$ cat config.mk
export PLATFORM = sky130hd
export DESIGN_NAME = kmeans_lloyd_2d
export DESIGN_NICKNAME = d
export VERILOG_FILES = /design/src/km_pkg.sv /design/src/km_ram.sv /design/src/km_div.sv /design/src/kmeans_lloyd_2d.sv
export SDC_FILE = /design/constraint.sdc
export NUM_CORES = 2
export LEC_CHECK = 0
export BUFFER_PORTS_ARGS = -buffer_cell sky130_fd_sc_hd__buf_2
export CORE_UTILIZATION = 38
export DETAILED_ROUTE_END_ITERATION = 16
export MAX_ROUTING_LAYER = met4
export PLACE_DENSITY_LB_ADDON = 0.1
export SLEW_MARGIN = 10
export SYNTH_ARGS = -nofsm -noshare
export SYNTH_HDL_FRONTEND = slang
export SYNTH_SLANG_ARGS = --single-unit
$ cat constraint.sdc
create_clock -name clk -period 27.5 [get_ports clk]
set_input_delay 2.75 -clock clk [delete_from_list [all_inputs] [get_ports clk]]
set_output_delay 2.75 -clock clk [all_outputs]
set_load 0.01 [all_outputs]
$ cat src/km_pkg.sv
package km_pkg;

	localparam int MAX_POINTS   = 64;
	localparam int MAX_CLUSTERS = 8;
	localparam int ROUNDS       = 3;

	localparam int COORD_W = 16;
	localparam int PT_AW   = $clog2(MAX_POINTS);
	localparam int CNT_W   = $clog2(MAX_POINTS + 1);
	localparam int CL_W    = (MAX_CLUSTERS > 1) ? $clog2(MAX_CLUSTERS) : 1;
	localparam int K_W     = $clog2(MAX_CLUSTERS + 1);
	localparam int RND_W   = (ROUNDS > 1) ? $clog2(ROUNDS) : 1;
	localparam int SUM_W   = COORD_W + CNT_W - 1;
	localparam int SQ_W    = 2 * COORD_W + 1;
	localparam int DIST_W  = SQ_W + 1;

	typedef enum logic [3:0] {
		ST_LOAD,
		ST_CLR,
		ST_PRD,
		ST_PLAT,
		ST_DX,
		ST_DY,
		ST_CMP,
		ST_ACC,
		ST_DGO,
		ST_DWX,
		ST_DWY,
		ST_ORD,
		ST_OCHK,
		ST_OHOLD
	} km_state_t;

endpackage

$ cat src/km_ram.sv
module km_ram #(
	parameter int WIDTH = 32,
	parameter int DEPTH = 64
) (
	input  logic                     clk,
	input  logic                     we,
	input  logic [$clog2(DEPTH)-1:0] waddr,
	input  logic [WIDTH-1:0]         wdata,
	input  logic                     re,
	input  logic [$clog2(DEPTH)-1:0] raddr,
	output logic [WIDTH-1:0]         rdata
);

	logic [WIDTH-1:0] mem [DEPTH];

	always_ff @(posedge clk) begin
		if (we) begin
			mem[waddr] <= wdata;
		end
		if (re) begin
			rdata <= mem[raddr];
		end
	end

endmodule

$ cat src/km_div.sv
// Restoring divider: signed sum over unsigned member count, one quotient bit
// per cycle, quotient truncated toward zero.
module km_div
	import km_pkg::*;
(
	input  logic                      clk,
	input  logic                      arst_n,
	input  logic                      start,
	input  logic signed [SUM_W-1:0]   dividend,
	input  logic [CNT_W-1:0]          divisor,
	output logic                      done,
	output logic signed [COORD_W-1:0] quot
);

	localparam int STEP_W = $clog2(SUM_W);

	logic              busy_q;
	logic              done_q;
	logic [STEP_W-1:0] step_q;
	logic              neg_q;
	logic [CNT_W-1:0]  dvs_q;
	logic [CNT_W:0]    rem_q;
	logic [SUM_W-1:0]  q_q;
	logic [CNT_W:0]    rem_sh;
	logic              fits;
	logic [SUM_W-1:0]  q_signed;

	assign rem_sh   = {rem_q[CNT_W-1:0], q_q[SUM_W-1]};
	assign fits     = rem_sh >= {1'b0, dvs_q};
	assign q_signed = neg_q ? (~q_q + SUM_W'(1)) : q_q;
	assign quot     = q_signed[COORD_W-1:0];
	assign done     = done_q;

	always_ff @(posedge clk or negedge arst_n) begin
		if (!arst_n) begin
			busy_q <= 1'b0;
			done_q <= 1'b0;
			step_q <= '0;
		end else begin
			done_q <= 1'b0;
			if (start) begin
				busy_q <= 1'b1;
				step_q <= STEP_W'(SUM_W - 1);
			end else if (busy_q) begin
				if (step_q == '0) begin
					busy_q <= 1'b0;
					done_q <= 1'b1;
				end else begin
					step_q <= step_q - STEP_W'(1);
				end
			end
		end
	end

	always_ff @(posedge clk) begin
		if (start) begin
			neg_q <= dividend[SUM_W-1];
			q_q   <= dividend[SUM_W-1] ? (~dividend + SUM_W'(1)) : dividend;
			dvs_q <= divisor;
			rem_q <= '0;
		end else if (busy_q) begin
			rem_q <= fits ? (rem_sh - {1'b0, dvs_q}) : rem_sh;
			q_q   <= {q_q[SUM_W-2:0], fits};
		end
	end

endmodule

$ cat src/kmeans_lloyd_2d.sv
// Channel   Handshake               Payload
// in        in_valid / in_ready     coord_x, coord_y, seed_mark, last_point
// out       out_valid / out_ready   cluster_id, out_x, out_y, last_result, overflow
// cfg       cfg_wr_en               cfg_wr_data (num_clusters)
//
// Loading accepts one word per cycle. The last point starts ROUNDS rounds; a
// round clears the sums and counts, then per point reads and latches it, computes
// dx, dy and the compare for each centroid, then accumulates; then each non-empty
// centroid takes two divisions on the shared divider, and each empty one
// collapses to the origin. Emission scans the point store once per cluster,
// reading and checking each point, and holds each point sent while out_ready is low.
// arst_n clears the control state, the centroids and the cluster count (2).
// in_ready is high only while loading; out_valid holds until taken.
module kmeans_lloyd_2d
	import km_pkg::*;
(
	input  logic                      clk,
	input  logic                      arst_n,
	input  logic                      in_valid,
	output logic                      in_ready,
	input  logic signed [15:0]        coord_x,
	input  logic signed [15:0]        coord_y,
	input  logic                      seed_mark,
	input  logic                      last_point,
	output logic                      out_valid,
	input  logic                      out_ready,
	output logic [2:0]                cluster_id,
	output logic signed [15:0]        out_x,
	output logic signed [15:0]        out_y,
	output logic                      last_result,
	output logic                      overflow,
	input  logic                      cfg_wr_en,
	input  logic [3:0]                cfg_wr_data
);

	km_state_t state_q, state_d;

	logic [3:0]               nc_q;
	logic [K_W-1:0]           k_q;
	logic [K_W-1:0]           k_new;
	logic [CNT_W-1:0]         n_q;
	logic [K_W-1:0]           seeds_q;
	logic                     dropped_q;
	logic [CNT_W-1:0]         i_q;
	logic [CL_W-1:0]          c_q;
	logic [RND_W-1:0]         rnd_q;
	logic [CNT_W-1:0]         emit_q;

	logic signed [COORD_W-1:0] cent_x_q [MAX_CLUSTERS];
	logic signed [COORD_W-1:0] cent_y_q [MAX_CLUSTERS];
	logic signed [SUM_W-1:0]   sum_x_q  [MAX_CLUSTERS];
	logic signed [SUM_W-1:0]   sum_y_q  [MAX_CLUSTERS];
	logic [CNT_W-1:0]          mcnt_q   [MAX_CLUSTERS];

	logic signed [COORD_W-1:0] px_q, py_q;
	logic [SQ_W-1:0]           sqx_q, sqy_q;
	logic [DIST_W-1:0]         best_q;
	logic [CL_W-1:0]           bestc_q;

	// datapath helpers
	logic                      in_acc;
	logic                      last_c;
	logic                      last_i;
	logic [CL_W-1:0]           sel;
	logic signed [COORD_W:0]   diff;
	logic signed [2*COORD_W+1:0] prod;
	logic [DIST_W-1:0]         dist_sum;

	// memories and divider
	logic                      pt_we, rd_en, asg_we;
	logic [2*COORD_W-1:0]      pt_rd;
	logic [CL_W-1:0]           asg_rd;
	logic                      div_start, div_done;
	logic signed [SUM_W-1:0]   div_num;
	logic signed [COORD_W-1:0] div_q;

	assign in_acc = in_valid && in_ready;
	assign last_c = ({1'b0, c_q} == K_W'(k_q - K_W'(1))) || (K_W'(c_q) == k_q - K_W'(1));
	assign last_i = (i_q + CNT_W'(1)) == n_q;
	assign sel    = (state_q == ST_ACC) ? bestc_q : c_q;

	always_comb begin
		if (nc_q == '0) begin
			k_new = K_W'(1);
		end else if (int'(nc_q) > MAX_CLUSTERS) begin
			k_new = K_W'(MAX_CLUSTERS);
		end else begin
			k_new = K_W'(nc_q);
		end
	end

	// one shared squarer: dx in ST_DX, dy in ST_DY
	assign diff = (state_q == ST_DX)
		? ({px_q[COORD_W-1], px_q} - {cent_x_q[c_q][COORD_W-1], cent_x_q[c_q]})
		: ({py_q[COORD_W-1], py_q} - {cent_y_q[c_q][COORD_W-1], cent_y_q[c_q]});
	assign prod = diff * diff;
	assign dist_sum = {1'b0, sqx_q} + {1'b0, sqy_q};

	assign div_num = (state_q == ST_DGO) ? sum_x_q[sel] : sum_y_q[sel];

	km_ram #(.WIDTH(2 * COORD_W), .DEPTH(MAX_POINTS)) u_pt_ram (
		.clk   (clk),
		.we    (pt_we),
		.waddr (n_q[PT_AW-1:0]),
		.wdata ({coord_x, coord_y}),
		.re    (rd_en),
		.raddr (i_q[PT_AW-1:0]),
		.rdata (pt_rd)
	);

	km_ram #(.WIDTH(CL_W), .DEPTH(MAX_POINTS)) u_asg_ram (
		.clk   (clk),
		.we    (asg_we),
		.waddr (i_q[PT_AW-1:0]),
		.wdata (bestc_q),
		.re    (rd_en),
		.raddr (i_q[PT_AW-1:0]),
		.rdata (asg_rd)
	);

	km_div u_div (
		.clk      (clk),
		.arst_n   (arst_n),
		.start    (div_start),
		.dividend (div_num),
		.divisor  (mcnt_q[sel]),
		.done     (div_done),
		.quot     (div_q)
	);

	// next state
	always_comb begin
		state_d = state_q;
		unique case (state_q)
			ST_LOAD:  if (in_acc && last_point) state_d = ST_CLR;
			ST_CLR:   state_d = ST_PRD;
			ST_PRD:   state_d = ST_PLAT;
			ST_PLAT:  state_d = ST_DX;
			ST_DX:    state_d = ST_DY;
			ST_DY:    state_d = ST_CMP;
			ST_CMP:   state_d = last_c ? ST_ACC : ST_DX;
			ST_ACC:   state_d = last_i ? ST_DGO : ST_PRD;
			ST_DGO: begin
				if (mcnt_q[sel] != '0) begin
					state_d = ST_DWX;
				end else if (last_c) begin
					state_d = (int'(rnd_q) == ROUNDS - 1) ? ST_ORD : ST_CLR;
				end
			end
			ST_DWX:   if (div_done) state_d = ST_DWY;
			ST_DWY: begin
				if (div_done) begin
					if (!last_c) begin
						state_d = ST_DGO;
					end else begin
						state_d = (int'(rnd_q) == ROUNDS - 1) ? ST_ORD : ST_CLR;
					end
				end
			end
			ST_ORD:   state_d = ST_OCHK;
			ST_OCHK:  state_d = (asg_rd == c_q) ? ST_OHOLD : ST_ORD;
			ST_OHOLD: begin
				if (out_ready) begin
					state_d = (emit_q == n_q - CNT_W'(1)) ? ST_LOAD : ST_ORD;
				end
			end
			default:  state_d = ST_LOAD;
		endcase
	end

	// control outputs
	always_comb begin
		in_ready  = (state_q == ST_LOAD);
		out_valid = (state_q == ST_OHOLD);
		pt_we     = in_acc && (int'(n_q) < MAX_POINTS);
		rd_en     = (state_q == ST_PRD) || (state_q == ST_ORD);
		asg_we    = (state_q == ST_ACC);
		div_start = ((state_q == ST_DGO) && (mcnt_q[sel] != '0))
			|| ((state_q == ST_DWX) && div_done);
	end

	always_ff @(posedge clk or negedge arst_n) begin
		if (!arst_n) begin
			state_q <= ST_LOAD;
			nc_q    <= 4'd2;
		end else begin
			state_q <= state_d;
			if (cfg_wr_en) begin
				nc_q <= cfg_wr_data;
			end
		end
	end

	always_ff @(posedge clk or negedge arst_n) begin
		if (!arst_n) begin
			n_q       <= '0;
			seeds_q   <= '0;
			dropped_q <= 1'b0;
			k_q       <= K_W'(1);
			i_q       <= '0;
			c_q       <= '0;
			rnd_q     <= '0;
			emit_q    <= '0;
			for (int j = 0; j < MAX_CLUSTERS; j++) begin
				cent_x_q[j] <= '0;
				cent_y_q[j] <= '0;
			end
		end else begin
			unique case (state_q)
				ST_LOAD: begin
					if (in_acc) begin
						// store the word, or drop it once the store is full
						if (int'(n_q) < MAX_POINTS) begin
							n_q <= n_q + CNT_W'(1);
						end else begin
							dropped_q <= 1'b1;
						end
						if (seed_mark && (int'(seeds_q) < MAX_CLUSTERS)) begin
							cent_x_q[seeds_q[CL_W-1:0]] <= coord_x;
							cent_y_q[seeds_q[CL_W-1:0]] <= coord_y;
							seeds_q <= seeds_q + K_W'(1);
						end
						if (last_point) begin
							k_q   <= k_new;
							rnd_q <= '0;
						end
					end
				end
				ST_CLR: begin
					i_q <= '0;
				end
				ST_PLAT: begin
					c_q <= '0;
				end
				ST_CMP: begin
					if (!last_c) begin
						c_q <= c_q + CL_W'(1);
					end
				end
				ST_ACC: begin
					if (last_i) begin
						c_q <= '0;
					end else begin
						i_q <= i_q + CNT_W'(1);
					end
				end
				ST_DGO: begin
					if (mcnt_q[sel] == '0) begin
						// empty cluster collapses to the origin
						cent_x_q[c_q] <= '0;
						cent_y_q[c_q] <= '0;
						if (!last_c) begin
							c_q <= c_q + CL_W'(1);
						end else begin
							rnd_q  <= rnd_q + RND_W'(1);
							c_q    <= '0;
							i_q    <= '0;
							emit_q <= '0;
						end
					end
				end
				ST_DWX: begin
					if (div_done) begin
						cent_x_q[c_q] <= div_q;
					end
				end
				ST_DWY: begin
					if (div_done) begin
						cent_y_q[c_q] <= div_q;
						if (!last_c) begin
							c_q <= c_q + CL_W'(1);
						end else begin
							rnd_q  <= rnd_q + RND_W'(1);
							c_q    <= '0;
							i_q    <= '0;
							emit_q <= '0;
						end
					end
				end
				ST_OCHK: begin
					if (asg_rd != c_q) begin
						if (last_i) begin
							i_q <= '0;
							c_q <= c_q + CL_W'(1);
						end else begin
							i_q <= i_q + CNT_W'(1);
						end
					end
				end
				ST_OHOLD: begin
					if (out_ready) begin
						emit_q <= emit_q + CNT_W'(1);
						if (emit_q == n_q - CNT_W'(1)) begin
							// run done: start a fresh data set
							n_q       <= '0;
							seeds_q   <= '0;
							dropped_q <= 1'b0;
							for (int j = 0; j < MAX_CLUSTERS; j++) begin
								cent_x_q[j] <= '0;
								cent_y_q[j] <= '0;
							end
						end else if (last_i) begin
							i_q <= '0;
							c_q <= c_q + CL_W'(1);
						end else begin
							i_q <= i_q + CNT_W'(1);
						end
					end
				end
				default: begin
				end
			endcase
		end
	end

	// accumulators, distance pipeline and output word
	always_ff @(posedge clk) begin
		case (state_q)
			ST_CLR: begin
				for (int j = 0; j < MAX_CLUSTERS; j++) begin
					sum_x_q[j] <= '0;
					sum_y_q[j] <= '0;
					mcnt_q[j]  <= '0;
				end
			end
			ST_PLAT: begin
				px_q <= pt_rd[2*COORD_W-1:COORD_W];
				py_q <= pt_rd[COORD_W-1:0];
			end
			ST_DX: sqx_q <= prod[SQ_W-1:0];
			ST_DY: sqy_q <= prod[SQ_W-1:0];
			ST_CMP: begin
				// strict compare keeps the lower index on a tie
				if (c_q == '0 || dist_sum < best_q) begin
					best_q  <= dist_sum;
					bestc_q <= c_q;
				end
			end
			ST_ACC: begin
				sum_x_q[sel] <= sum_x_q[sel] + SUM_W'(px_q);
				sum_y_q[sel] <= sum_y_q[sel] + SUM_W'(py_q);
				mcnt_q[sel]  <= mcnt_q[sel] + CNT_W'(1);
			end
			ST_OCHK: begin
				cluster_id  <= 3'(c_q);
				out_x       <= pt_rd[2*COORD_W-1:COORD_W];
				out_y       <= pt_rd[COORD_W-1:0];
				last_result <= (emit_q == n_q - CNT_W'(1));
				overflow    <= dropped_q;
			end
			default: begin
			end
		endcase
	end

	a_no_overlap: assert property (@(posedge clk) disable iff (!arst_n)
		!(in_ready && out_valid))
		else $error("input and output sides active together");

	a_store_bound: assert property (@(posedge clk) disable iff (!arst_n)
		int'(n_q) <= MAX_POINTS)
		else $error("point count beyond store depth");

	a_best_in_range: assert property (@(posedge clk) disable iff (!arst_n)
		(state_q == ST_ACC) |-> (K_W'(bestc_q) < k_q))
		else $error("nearest centroid outside active cluster count");

	a_emit_bound: assert property (@(posedge clk) disable iff (!arst_n)
		out_valid |-> (emit_q < n_q))
		else $error("more words emitted than points stored");

endmodule

==> flow_metrics.env <==
export IMPL_fmax_mhz=83.26
export IMPL_grt_pass1_wl_mm=666.7
export IMPL_placementRows=221
export IMPL_placed_cell_area_sq_mm=0.1456
export IMPL_synth_top_area_share_pct=62.49
export IMPL_hold_path_depth=0
export IMPL_cts_tree="done"
export IMPL_worstPathArrival_ps=12650
export IMPL_drtIter0Drc=9406
export IMPL_die_x_um=605.8
export IMPL_syn_inst=9711
export IMPL_antenna_left=0
export IMPL_cts_made_buffers=351
export IMPL_timing_slew_headroom_pct=10.35
export IMPL_ys_seq_area_share_pct=68.12
export IMPL_highest_layer="met4"
export IMPL_fin_setup_tns_ps=0
export IMPL_core_area_sq_mm=0.3625
export IMPL_r2r_start="c_q[1]"
export IMPL_clk_latency_ps=960
export IMPL_synthArstFlopShare_pct=9.574
export IMPL_ctsHoldBuffers=0
export IMPL_drc_errors=0
export IMPL_rsz0062_at_grt="false"
export IMPL_area_growth_pct=13.21
export IMPL_grtUsageTotal_pct=26.08
export IMPL_io_buffers=81
export IMPL_wire_per_inst_um=31.72
export IMPL_num_nets_final=10370
export IMPL_tightestPinTransition_ps=1336
export IMPL_ys_ff_latch=3196
export IMPL_cap_violations=0
export IMPL_post_synth_top_count_cell="edfxtp_1"
export IMPL_post_cts_resized=0
export IMPL_layout_cells_non_filler=14900
export IMPL_dieArea_sq_mm=0.3670
export IMPL_wl_met2_mm=224.0
export IMPL_reg2reg_slack_ps=15490
export IMPL_leakagePower_nw=52.11
export IMPL_dr_pass1_iters=8
export IMPL_synth_distinct_cells=93
export IMPL_met1Wirelength_mm=203.2
export IMPL_start_util_pct=38.22
export IMPL_synth_edf_count=2883
export IMPL_antenna_found_initial=27
export IMPL_grt_max_degree=110
export IMPL_required_ps=28140
export IMPL_cts_root_buf="clkbuf_16"
export IMPL_overflow=0
export IMPL_ys_warn_count=0
export IMPL_cpMaxStageDelayCell="dfrtp_1"
export IMPL_hp_class="register to register"
export IMPL_seqCellArea_sq_mm=0.09437
export IMPL_multi_input_area_sq_mm=0.04097
export IMPL_slowest_delay_ps=800
export IMPL_path_max_fanout=44
export IMPL_synth_nets=10270
export IMPL_rr_worst_depth=39
export IMPL_hold_viol=0
export IMPL_synthTopCellsByArea="edfxtp_1 62%, dfrtp_1 5.5%, a22oi_1 4.9%, fa_1 3.9%, nor2_1 2.4%"
export IMPL_critPathTopFamily="adder cells"
export IMPL_place_congestion=0.8952
export IMPL_min_to="py_q[4]"
export IMPL_setup_viol=0
export IMPL_irDropWorstVdd_mv=0.05034
export IMPL_cts_htree_levels=5
export IMPL_ys_flop_type="edfxtp_1"
export IMPL_drive_gt1_share_pct=11.05
export IMPL_rr_endpoint="sqy_q[32]"
export IMPL_cpMostUsedCell="fa_1"
export IMPL_yosysTopAreaCell="edfxtp_1"
export IMPL_final_max_slew_viol_count=0
export IMPL_hp_start="u_pt_ram.rdata[4]"
export IMPL_cts_setup_buffers=0
export IMPL_cp_end_kind="register"
export IMPL_clock_skew_ps=47.23
export IMPL_met3_length_mm=29.37
export IMPL_power_density_mw_per_mm2=63.89
export IMPL_critPathLaunchType="register"
export IMPL_drt_wl_total_mm=472.6
export IMPL_place_hpwl_mm=271.5
export IMPL_fin_ws_ps=15490
export IMPL_synth_common_cells="2883 x edfxtp_1, 911 x a22oi_1, 881 x nor2_1, 630 x nand2_1, 439 x clkbuf_1"
export IMPL_vias_per_cell=5.926
export IMPL_vias=88300
export IMPL_syn_area_per_cell_sq_um=14.27
export IMPL_clockBufferDepth=4
export IMPL_cts_sinks=3196
export IMPL_cts_reportedPaths_clkPinSlew_ps=60
export IMPL_io_pins=82
export IMPL_synthesis_area_sq_mm=0.1385
export IMPL_die_h_um=605.8
export IMPL_layout_min_cycle_time_ps=12010
export IMPL_grt_pass1_vias=88450
export IMPL_fin_util_pct=43.27
export IMPL_place_ws_ps=15630
export IMPL_min_period_over_period_pct=43.67
export IMPL_dp_cells=14250
export IMPL_whs_ps=447.3
export IMPL_path_buf_inv=8
export IMPL_finalPower_mw=10.02
export IMPL_status="complete, no violations"
export IMPL_fill_cells=32430
export IMPL_design_area_sq_mm=0.1568
export IMPL_crit_cells=39
export IMPL_path_class="register to register"
==> cell usage in the layout (no fill, tap or decap), types with 55 or more instances in the layout <==
| master | count |
|---|---|
| ha_1 | 244 |
| a221oi_1 | 247 |
| dfrtp_1 | 304 |
| clkbuf_1 | 81 |
| edfxtp_1 | 2883 |
| mux2i_1 | 72 |
| nand3_1 | 81 |
| o21ai_0 | 284 |
| clkinv_1 | 76 |
| buf_4 | 262 |
| xor2_1 | 71 |
| nor2_4 | 68 |
| xnor2_1 | 127 |
| mux4_2 | 55 |
| a22o_1 | 287 |
| a21oi_1 | 257 |
| clkinv_2 | 56 |
| o2bb2ai_1 | 85 |
| a31oi_1 | 263 |
| clkbuf_16 | 360 |
| fa_1 | 269 |
| nand4_1 | 58 |
| nand2_1 | 617 |
| nor2_1 | 792 |
| buf_2 | 80 |
| a22oi_1 | 911 |
| inv_1 | 428 |
==> power breakdown <==
group,switching [mW],internal (mW)
sequential,0.000619,5.27
clock,1.97,2.69
combinational,0.0738,0.00763
total,2.05,7.97
==> cell type report <==
class                      instances  share of cell area, %
multi-input combinational       5472                  26.12
sequential                      3196                  60.17
antenna                           10                0.01595
tap                             4794                  3.824
timing repair buffer             357                  1.698
inverter                         435                  1.041
clock inverter                   181                  1.068
clock buffer                     455                  6.060
==> metal layers <==
metal  global-route usage (%)  vias up
met3                    3.015      755
met5                        -        -
li1                         -    37760
met1                    34.91    46310
met2                    41.75     3480
met4                    8.069        0
==> how the worst max path moves through the flow <==
stage | start | endpoint
floorplan | c_q[1] | sqx_q[31]
global placement | c_q[1] | sqx_q[31]
detailed placement | c_q[1] | sqx_q[32]
CTS | c_q[1] | sqx_q[32]
global route | c_q[0] | sqx_q[31]
finish | c_q[1] | sqy_q[32]
==> sequential cells by signal, indices dropped and copies added, names as in the netlist, 16 cells and up <==
register        cells
u_pt_ram.mem     2048
u_asg_ram.mem     192
sum_x_q           176
sum_y_q           176
cent_x_q          128
cent_y_q          128
mcnt_q             56
best_q             34
sqx_q              32
sqy_q              32
u_pt_ram.rdata     32
u_div.q_q          22
out_x              16
out_y              16
px_q               16
py_q               16
==> cells by family (layout without fill, tap and decap cells) <==
logic type,Yosys count,in the layout,share of synthesized area [%]
AOI/OAI and AO/OA,2616,2616,13.69
xor gates and xnor gates,199,199,1.258
adders and majority gates,513,513,6.091
buffers and inverters,1043,1428,2.950
DFF,3196,3196,68.12
muxes,156,156,1.661
other,0,10,0
and+or+nand+nor,1988,1988,6.231
No activity file was read; power rests on OpenSTA's default activity.
